--- src/design/abbs_pkg.sv ---
// Shared types and constants of the alpha bounding box scanner.
package abbs_pkg;

  localparam int MAX_DIMENSION_DEF = 4096;

  // Pixel layout
  localparam int PIXEL_W   = 32;
  localparam int ALPHA_LSB = 24;
  localparam int ALPHA_W   = 8;

  // Configuration port
  localparam int CFG_DATA_W  = 13;
  localparam int CFG_INDEX_W = 1;
  localparam logic [CFG_INDEX_W-1:0] REG_IMAGE_WIDTH  = 1'b0;
  localparam logic [CFG_INDEX_W-1:0] REG_IMAGE_HEIGHT = 1'b1;

  // Result layout
  localparam int START_W  = 12;  // left_edge, top_edge
  localparam int END_W    = 13;  // right_edge, bottom_edge
  localparam int FIELDS_W = 2 * START_W + 2 * END_W;
  localparam int OUT_DATA_W = ((FIELDS_W + 7) / 8) * 8;
  localparam int OUT_PAD_W  = OUT_DATA_W - FIELDS_W;
  localparam int OUT_USER_W = 1;

  // Queue between front and back
  localparam int QUEUE_DEPTH = 4;

  // Classification of one pixel, passed from front to back
  typedef struct packed {
    logic opaque;     // alpha is nonzero
    logic frame_end;  // last pixel of the frame
  } abbs_ctrl_t;

endpackage

--- src/design/abbs_front.sv ---
// Front part: configuration, raster position counters and pixel classification.
module abbs_front #(
  parameter int MAX_DIMENSION = abbs_pkg::MAX_DIMENSION_DEF,
  parameter int CW            = $clog2(MAX_DIMENSION)
) (
  input  logic                              clk_i,
  input  logic                              rst_ni,
  input  logic                              cfg_we_i,
  input  logic [abbs_pkg::CFG_INDEX_W-1:0]  cfg_index_i,
  input  logic [abbs_pkg::CFG_DATA_W-1:0]   cfg_data_i,
  input  logic                              pix_valid_i,
  output logic                              pix_ready_o,
  input  logic [abbs_pkg::PIXEL_W-1:0]      pix_data_i,
  output logic                              push_valid_o,
  input  logic                              push_ready_i,
  output logic [CW-1:0]                     push_col_o,
  output logic [CW-1:0]                     push_row_o,
  output abbs_pkg::abbs_ctrl_t              push_ctrl_o
);
  import abbs_pkg::*;

  logic [CW-1:0] col_last_q, row_last_q, cfg_last_d;
  logic [CW-1:0] col_q, col_d, row_q, row_d;
  logic [31:0]   cfg_val;
  logic          last_col, last_row, accept;

  // Last index of a dimension: zero treated as one, clamp to MAX_DIMENSION
  always_comb begin
    cfg_val = 32'(cfg_data_i);
    if (cfg_val == 32'd0) begin
      cfg_last_d = '0;
    end else if (cfg_val > 32'(MAX_DIMENSION)) begin
      cfg_last_d = CW'(MAX_DIMENSION - 1);
    end else begin
      cfg_last_d = CW'(cfg_val - 32'd1);
    end
  end

  always_ff @(posedge clk_i or negedge rst_ni) begin
    if (!rst_ni) begin
      col_last_q <= '0;
      row_last_q <= '0;
    end else if (cfg_we_i) begin
      unique case (cfg_index_i)
        REG_IMAGE_WIDTH:  col_last_q <= cfg_last_d;
        REG_IMAGE_HEIGHT: row_last_q <= cfg_last_d;
        default:          ;
      endcase
    end
  end

  assign last_col = col_q >= col_last_q;
  assign last_row = row_q >= row_last_q;
  assign accept   = pix_valid_i && push_ready_i;

  always_comb begin
    col_d = col_q;
    row_d = row_q;
    if (accept) begin
      if (last_col && last_row) begin
        col_d = '0;
        row_d = '0;
      end else if (last_col) begin
        col_d = '0;
        row_d = row_q + 1'b1;
      end else begin
        col_d = col_q + 1'b1;
      end
    end
  end

  always_ff @(posedge clk_i or negedge rst_ni) begin
    if (!rst_ni) begin
      col_q <= '0;
      row_q <= '0;
    end else begin
      col_q <= col_d;
      row_q <= row_d;
    end
  end

  assign pix_ready_o            = push_ready_i;
  assign push_valid_o           = pix_valid_i;
  assign push_col_o             = col_q;
  assign push_row_o             = row_q;
  assign push_ctrl_o.opaque     = pix_data_i[ALPHA_LSB +: ALPHA_W] != '0;
  assign push_ctrl_o.frame_end  = last_col && last_row;

endmodule

--- src/design/abbs_queue.sv ---
// Small first-in first-out queue between the front and back parts.
module abbs_queue #(
  parameter int WIDTH = 8,
  parameter int DEPTH = abbs_pkg::QUEUE_DEPTH
) (
  input  logic             clk_i,
  input  logic             rst_ni,
  input  logic             push_valid_i,
  output logic             push_ready_o,
  input  logic [WIDTH-1:0] push_data_i,
  output logic             pop_valid_o,
  input  logic             pop_ready_i,
  output logic [WIDTH-1:0] pop_data_o
);
  import abbs_pkg::*;

  localparam int PW = (DEPTH > 1) ? $clog2(DEPTH) : 1;
  localparam int NW = $clog2(DEPTH + 1);

  logic [WIDTH-1:0] mem_q [DEPTH];
  logic [PW-1:0]    wr_ptr_q, rd_ptr_q;
  logic [NW-1:0]    count_q;
  logic             push, pop;

  assign push_ready_o = count_q != NW'(DEPTH);
  assign pop_valid_o  = count_q != '0;
  assign push         = push_valid_i && push_ready_o;
  assign pop          = pop_valid_o && pop_ready_i;
  assign pop_data_o   = mem_q[rd_ptr_q];

  always_ff @(posedge clk_i) begin
    if (push) begin
      mem_q[wr_ptr_q] <= push_data_i;
    end
  end

  always_ff @(posedge clk_i or negedge rst_ni) begin
    if (!rst_ni) begin
      wr_ptr_q <= '0;
      rd_ptr_q <= '0;
      count_q  <= '0;
    end else begin
      if (push) begin
        wr_ptr_q <= (wr_ptr_q == PW'(DEPTH - 1)) ? '0 : wr_ptr_q + 1'b1;
      end
      if (pop) begin
        rd_ptr_q <= (rd_ptr_q == PW'(DEPTH - 1)) ? '0 : rd_ptr_q + 1'b1;
      end
      if (push && !pop) begin
        count_q <= count_q + 1'b1;
      end else if (pop && !push) begin
        count_q <= count_q - 1'b1;
      end
    end
  end

endmodule

--- src/design/abbs_back.sv ---
// Back part: running bounding box and the registered trim result.
module abbs_back #(
  parameter int MAX_DIMENSION = abbs_pkg::MAX_DIMENSION_DEF,
  parameter int CW            = $clog2(MAX_DIMENSION)
) (
  input  logic                           clk_i,
  input  logic                           rst_ni,
  input  logic                           pop_valid_i,
  output logic                           pop_ready_o,
  input  logic [CW-1:0]                  pop_col_i,
  input  logic [CW-1:0]                  pop_row_i,
  input  abbs_pkg::abbs_ctrl_t           pop_ctrl_i,
  output logic                           res_valid_o,
  input  logic                           res_ready_i,
  output logic [abbs_pkg::START_W-1:0]   left_edge_o,
  output logic [abbs_pkg::START_W-1:0]   top_edge_o,
  output logic [abbs_pkg::END_W-1:0]     right_edge_o,
  output logic [abbs_pkg::END_W-1:0]     bottom_edge_o,
  output logic                           is_empty_o
);
  import abbs_pkg::*;

  logic          any_q, any_d;
  logic [CW-1:0] min_col_q, max_col_q, min_row_q, max_row_q;
  logic [CW-1:0] min_col_d, max_col_d, min_row_d, max_row_d;
  logic [31:0]   left_w, top_w, right_w, bottom_w;
  logic          pop, first;
  logic          valid_q;
  logic [START_W-1:0] left_q, top_q;
  logic [END_W-1:0]   right_q, bottom_q;
  logic               empty_q;

  // Only a frame's last pixel has to wait for the result register
  assign pop_ready_o = !pop_ctrl_i.frame_end || !valid_q || res_ready_i;
  assign pop         = pop_valid_i && pop_ready_o;
  assign first       = pop_ctrl_i.opaque && !any_q;
  assign any_d       = any_q || pop_ctrl_i.opaque;

  // Widen the box; the first opaque pixel seeds all four bounds
  always_comb begin
    min_col_d = min_col_q;
    max_col_d = max_col_q;
    min_row_d = min_row_q;
    max_row_d = max_row_q;
    if (first) begin
      min_col_d = pop_col_i;
      max_col_d = pop_col_i;
      min_row_d = pop_row_i;
      max_row_d = pop_row_i;
    end else if (pop_ctrl_i.opaque) begin
      if (pop_col_i < min_col_q) min_col_d = pop_col_i;
      if (pop_col_i > max_col_q) max_col_d = pop_col_i;
      if (pop_row_i < min_row_q) min_row_d = pop_row_i;
      if (pop_row_i > max_row_q) max_row_d = pop_row_i;
    end
  end

  assign left_w   = 32'(min_col_d);
  assign top_w    = 32'(min_row_d);
  assign right_w  = 32'(max_col_d) + 32'd1;
  assign bottom_w = 32'(max_row_d) + 32'd1;

  always_ff @(posedge clk_i) begin
    if (pop) begin
      min_col_q <= min_col_d;
      max_col_q <= max_col_d;
      min_row_q <= min_row_d;
      max_row_q <= max_row_d;
    end
    if (pop && pop_ctrl_i.frame_end) begin
      left_q   <= any_d ? left_w[START_W-1:0]   : '0;
      top_q    <= any_d ? top_w[START_W-1:0]    : '0;
      right_q  <= any_d ? right_w[END_W-1:0]    : '0;
      bottom_q <= any_d ? bottom_w[END_W-1:0]   : '0;
      empty_q  <= !any_d;
    end
  end

  always_ff @(posedge clk_i or negedge rst_ni) begin
    if (!rst_ni) begin
      any_q   <= 1'b0;
      valid_q <= 1'b0;
    end else begin
      if (pop) begin
        any_q <= pop_ctrl_i.frame_end ? 1'b0 : any_d;
      end
      if (pop && pop_ctrl_i.frame_end) begin
        valid_q <= 1'b1;
      end else if (res_ready_i) begin
        valid_q <= 1'b0;
      end
    end
  end

  assign res_valid_o   = valid_q;
  assign left_edge_o   = left_q;
  assign top_edge_o    = top_q;
  assign right_edge_o  = right_q;
  assign bottom_edge_o = bottom_q;
  assign is_empty_o    = empty_q;

endmodule

--- src/design/alpha_bounding_box_scanner.sv ---
// Alpha bounding box scanner: trim rectangle of the opaque pixels of a frame.
//
// Pixels enter in raster order, one item per clock while the queue has room.
// The front part keeps the column and row counters against the configured
// width and height (zero counts as one, values above MAX_DIMENSION are clamped
// to it) and tags each pixel as opaque (alpha in bits 31..24 nonzero) and as
// the frame's last pixel. A four-entry queue carries the tagged pixels to the
// back part, which widens a running min/max box in one compare per bound and
// cycle. On the last pixel the back part registers one result item: left,
// top, exclusive right and exclusive bottom, or all zeros with is_empty set
// when no pixel was opaque; the box then starts afresh. The frame's last pixel
// enters the queue and, once popped, loads the result register that drives
// m_axis_tvalid. Pixels keep flowing while a result waits; only the next
// frame's last pixel holds at the queue output, and the input stalls once the
// queue fills behind it. Write the size registers only while the block is
// idle. No clearing pass follows reset.
module alpha_bounding_box_scanner #(
  parameter int MAX_DIMENSION = abbs_pkg::MAX_DIMENSION_DEF
) (
  input  logic                              clk_i,
  input  logic                              rst_ni,
  // Size registers
  input  logic                              cfg_we_i,
  input  logic [abbs_pkg::CFG_INDEX_W-1:0]  cfg_index_i,
  input  logic [abbs_pkg::CFG_DATA_W-1:0]   cfg_data_i,
  // Pixel stream
  input  logic                              s_axis_tvalid,
  output logic                              s_axis_tready,
  input  logic [abbs_pkg::PIXEL_W-1:0]      s_axis_tdata,  // [31:0] pixel_word
  // Result stream
  output logic                              m_axis_tvalid,
  input  logic                              m_axis_tready,
  // [11:0] left_edge, [23:12] top_edge, [36:24] right_edge, [49:37] bottom_edge
  output logic [abbs_pkg::OUT_DATA_W-1:0]   m_axis_tdata,
  output logic [abbs_pkg::OUT_USER_W-1:0]   m_axis_tuser   // [0] is_empty
);
  import abbs_pkg::*;

  localparam int CW = $clog2(MAX_DIMENSION);
  localparam int QW = 2 * CW + $bits(abbs_ctrl_t);

  logic          push_valid, push_ready, pop_valid, pop_ready;
  logic [CW-1:0] push_col, push_row, pop_col, pop_row;
  abbs_ctrl_t    push_ctrl, pop_ctrl;
  logic [QW-1:0] push_data, pop_data;
  logic [START_W-1:0] left_edge, top_edge;
  logic [END_W-1:0]   right_edge, bottom_edge;
  logic               is_empty;

  abbs_front #(.MAX_DIMENSION(MAX_DIMENSION), .CW(CW)) u_front (
    .clk_i        (clk_i),
    .rst_ni       (rst_ni),
    .cfg_we_i     (cfg_we_i),
    .cfg_index_i  (cfg_index_i),
    .cfg_data_i   (cfg_data_i),
    .pix_valid_i  (s_axis_tvalid),
    .pix_ready_o  (s_axis_tready),
    .pix_data_i   (s_axis_tdata),
    .push_valid_o (push_valid),
    .push_ready_i (push_ready),
    .push_col_o   (push_col),
    .push_row_o   (push_row),
    .push_ctrl_o  (push_ctrl)
  );

  // Pack position and tags into one queue entry
  assign push_data = {push_col, push_row, push_ctrl};
  assign {pop_col, pop_row, pop_ctrl} = pop_data;

  abbs_queue #(.WIDTH(QW), .DEPTH(QUEUE_DEPTH)) u_queue (
    .clk_i        (clk_i),
    .rst_ni       (rst_ni),
    .push_valid_i (push_valid),
    .push_ready_o (push_ready),
    .push_data_i  (push_data),
    .pop_valid_o  (pop_valid),
    .pop_ready_i  (pop_ready),
    .pop_data_o   (pop_data)
  );

  abbs_back #(.MAX_DIMENSION(MAX_DIMENSION), .CW(CW)) u_back (
    .clk_i         (clk_i),
    .rst_ni        (rst_ni),
    .pop_valid_i   (pop_valid),
    .pop_ready_o   (pop_ready),
    .pop_col_i     (pop_col),
    .pop_row_i     (pop_row),
    .pop_ctrl_i    (pop_ctrl),
    .res_valid_o   (m_axis_tvalid),
    .res_ready_i   (m_axis_tready),
    .left_edge_o   (left_edge),
    .top_edge_o    (top_edge),
    .right_edge_o  (right_edge),
    .bottom_edge_o (bottom_edge),
    .is_empty_o    (is_empty)
  );

  assign m_axis_tdata = {{OUT_PAD_W{1'b0}}, bottom_edge, right_edge, top_edge, left_edge};
  assign m_axis_tuser = is_empty;

endmodule

--- config.mk ---
export PLATFORM = sky130hd
export DESIGN_NAME = alpha_bounding_box_scanner
export DESIGN_NICKNAME = d
export VERILOG_FILES = /design/src/design/abbs_pkg.sv /design/src/design/abbs_front.sv /design/src/design/abbs_queue.sv /design/src/design/abbs_back.sv /design/src/design/alpha_bounding_box_scanner.sv
export SDC_FILE = /design/constraint.sdc
export NUM_CORES = 1
export LEC_CHECK = 0
export BUFFER_PORTS_ARGS = -buffer_cell sky130_fd_sc_hd__buf_2
export CAP_MARGIN = 20
export CELL_PAD_IN_SITES_DETAIL_PLACEMENT = 1
export CELL_PAD_IN_SITES_GLOBAL_PLACEMENT = 1
export CORE_MARGIN = 1.5
export CORE_UTILIZATION = 53
export CTS_CLUSTER_SIZE = 10
export DETAILED_ROUTE_END_ITERATION = 10
export GPL_TIMING_DRIVEN = 0
export PLACE_DENSITY = 0.84
export SLEW_MARGIN = 10
export SYNTH_ARGS = -nofsm -noshare
export SYNTH_HDL_FRONTEND = slang
export SYNTH_HIERARCHICAL = 1
export SYNTH_SLANG_ARGS = --single-unit
--- constraint.sdc ---
create_clock -name clk_i -period 12.35 [get_ports clk_i]
set_clock_uncertainty 0.1 [all_clocks]
set_input_delay 1.235 -clock clk_i [delete_from_list [all_inputs] [get_ports clk_i]]
set_output_delay 1.235 -clock clk_i [all_outputs]
set_load 0.05 [all_outputs]
==> impl_metrics.ini <==
[critical_path]
crit_start = u_queue/rd_ptr_q[1]
crit_required_ns = 12.54
start_kind = register
r2r_end = u_back/bottom_edge_o[10]
endpoint = u_back/bottom_edge_o[10]
rrSetupSlack_ns = 6.85
reg2reg_from = u_queue/rd_ptr_q[1]
worstPathArrival_ns = 5.69
r2r_cells = 20
crit_fanout = 10
cp-end-kind = register
crit_type = reg2reg

[global_route]
grt_pass1_wl_mm = 52.2
grt_max_degree = 58
use_met1 = 0.310
grtUsageMet2 = 0.472
grt.overflow.total = 0
gr-usage-met3 = 0.0283
antenna_found_initial = 1
top_usage_layer = met2
grt_util_all_layers = 0.255
grt_pass1_vias = 9736

[pwr]
p_int_mw = 2.77
switching_share = 0.421
seqPwrFrac = 0.332
clkPwrFrac = 0.168
switching_power_mw = 2.01
leakage_nw = 6.23
pwr-share-comb = 0.499
vdd_drop_max_mv = 0.187
p_per_area_nw_per_um2 = 316

[synth]
ys.flop_type = edfxtp_1
synth_top_family_by_area = simple AND/OR/NAND/NOR gates
synth_area_leader_cell = edfxtp_1
synth_fa_ha_area_frac = 0.0784
synth-seq-area-share = 0.564
synthXorXnorAreaFrac = 0.0276
netlist_area_um2 = 13300
ys_types = 68
synthTopCellsByArea = edfxtp_1 46%, dfrtp_1 11%, ha_1 7.7%
async_flop_share = 0.219
syn_avg_cell_area_um2 = 12.8
synth-simple-area-share = 0.103
synth.mux.area_fraction = 0.0869
synth_cells = 1043
synth_compound_area_frac = 0.0986
synth_top_cell_area_share = 0.457
ys_warn_count = 6
synth_edf_count = 203
ys_ff_latch = 260

[detailed_routing]
firstDrtPassIters = 4
via_per_inst = 5.94
vias = 8962
drt_iter0_markers = 544
wl_per_cell_um = 21.4
ant_nets = 0
drc = 0
finalWirelength_mm = 32.3

[die]
start_util = 0.544
rows = 57
core_um2 = 24500
fp.dieH_um = 162
io_pins = 110
dieArea_um2 = 26100
die_x_um = 162

[cts]
cts_hold_buf = 0
cts.sinks = 260
cts_resized = 0
clk_path_buf_depth = 3
htree_levels = 1
clock_latency_ns = 0.55
cts_tree = built
clkTransAtPathRegs_ns = 0.06
post_cts_buffers = 0
cts_buffers = 30
clockRootBuffer = clkbuf_16

[layout]
layout-drive-gt1-share = 0.179
largest_register_ffs = 104
largest-register = u_queue/mem_q
antennaDiodeCount = 0
nets = 1296
area_growth_pct = 13.5
final_util = 0.617

[sta]
setup_viol = 0
fin_tns_setup_ns = 0
relSlewSlack = 0.457
fin_crit_sh = 0.445
grt_setup_unrepaired = false
finalCriticalPeriod_ns = 5.50
max_freq_ghz = 0.182
finalHoldViolations = 0
maxSlewViolCount = 0
worst_pin_slew_ns = 0.815

[worst_hold_path]
hold_start = u_front/col_last_q[8]
hp-class = reg2reg

[placed_design]
port_buffers = 78
place.gp.congestion = 0.860
dp_hpwl_mm = 22.7

[outcome]
outcome = finished, final reports clean

[flow_run]
max_cap_violations = 0
## critical path: stages, from the launching register on
cell,delay (ns)
dfrtp_1,0.36
buf_2,0.27
buf_2,0.34
mux4_2,0.46
ha_1,0.34
and4_1,0.22
nand4_1,0.12
a21o_1,0.18
a41oi_1,0.31
buf_2,0.36
buf_2,0.31
buf_2,0.26
nand2_1,0.07
o21ai_0,0.13
ha_1,0.30
nand3_1,0.15
nor2_1,0.32
nand4_1,0.15
mux2i_1,0.23
xnor2_1,0.17
nor2_1,0.06
## layout by cell type, fill, tap and decap left out, types with 9 or more instances in the layout
| cell type | netlist | final |
|---|---|---|
| edfxtp_1 | 203 | 203 |
| buf_2 | 11 | 88 |
| inv_1 | 83 | 83 |
| ha_1 | 82 | 82 |
| nand2_1 | 76 | 76 |
| nor2_1 | 70 | 70 |
| dfrtp_1 | 57 | 57 |
| o21ai_0 | 51 | 51 |
| clkbuf_1 | 13 | 37 |
| clkbuf_16 | 0 | 31 |
| mux2_2 | 31 | 31 |
| a22o_1 | 31 | 31 |
| nand3_1 | 27 | 27 |
| xnor2_1 | 26 | 26 |
| a21o_1 | 21 | 21 |
| nand4_1 | 20 | 20 |
| a21oi_1 | 19 | 19 |
| mux4_2 | 18 | 18 |
| xor2_1 | 16 | 16 |
| and3_1 | 16 | 15 |
| nor2b_1 | 13 | 13 |
| a211oi_1 | 13 | 13 |
| nor3_1 | 11 | 11 |
| buf_4 | 9 | 10 |
| and2_1 | 13 | 10 |
| nand2b_1 | 9 | 9 |
| mux2i_1 | 9 | 9 |
## cells in the mapped netlist (21+ instances only)
cell type and count:
a21o_1 21, a22o_1 31, dfrtp_1 57, edfxtp_1 203, ha_1 82, inv_1 83
mux2_2 31, nand2_1 76, nand3_1 27, nor2_1 70, o21ai_0 51, xnor2_1 26
## area by class of cell
cell class | count | area (um^2)
clock buffers | 56 | 880
inverters | 83 | 312
plain buffers | 38 | 246
flip-flops and latches | 260 | 7520
repair buffers | 82 | 488
multi-input cells | 667 | 5290
fillers | 2486 | 9390
well taps | 324 | 405
## worst min-delay path by stage
stage                            end  slack (ns)  depth (start not counted)
2_1_floorplan  u_front/col_last_q[1]        0.35                          2
3_3_place_gp   u_front/row_last_q[7]        0.37                          2
3_5_place_dp   u_front/row_last_q[5]        0.37                          2
4_1_cts        u_front/row_last_q[5]        0.38                          2
5_1_grt        u_front/col_last_q[8]        0.42                          2
6_report       u_front/col_last_q[8]        0.38                          2
## layer usage
metal	part of all wire	wire length, um
met4	0.028	912
met5	0	0
met2	0.53	17000
met1	0.41	13200
met3	0.037	1200
## metrics by stage
stage               worst slack [ns]  power (mW)  hold slack [ns]  cell area (um^2)  instances
floorplan                       7.93        3.28            0.350             13400       1048
global placement                7.08        3.76            0.366             14200       1450
detailed placement              6.89        3.95            0.373             14300       1454
CTS                             6.84        4.80            0.384             15100       1510
global route                    6.50        5.05            0.421             15100       1510
finish                          6.85        4.79            0.375             15100       1510
## power by group through the flow
| stage | registers, mW | clock network (mW) | logic, mW |
|---|---|---|---|
| final | 1.59 | 0.806 | 2.39 |
| after global routing | 1.62 | 0.849 | 2.58 |
| after CTS | 1.59 | 0.819 | 2.39 |
| after detailed placement | 1.60 | 0 | 2.35 |
| after global placement | 1.58 | 0 | 2.18 |
| after floorplan | 1.88 | 0 | 1.40 |
## kinds of logic after synthesis
kind of cell | after synthesis
AO/OA/AOI/OAI | 185
XOR/XNOR | 42
buffers and inverters | 121
multiplexers | 73
adder cells (fa/ha/maj) | 83
AND/OR/NAND/NOR | 278
flip-flops | 260
other | 1
No activity file was read; power rests on OpenSTA's default activity.
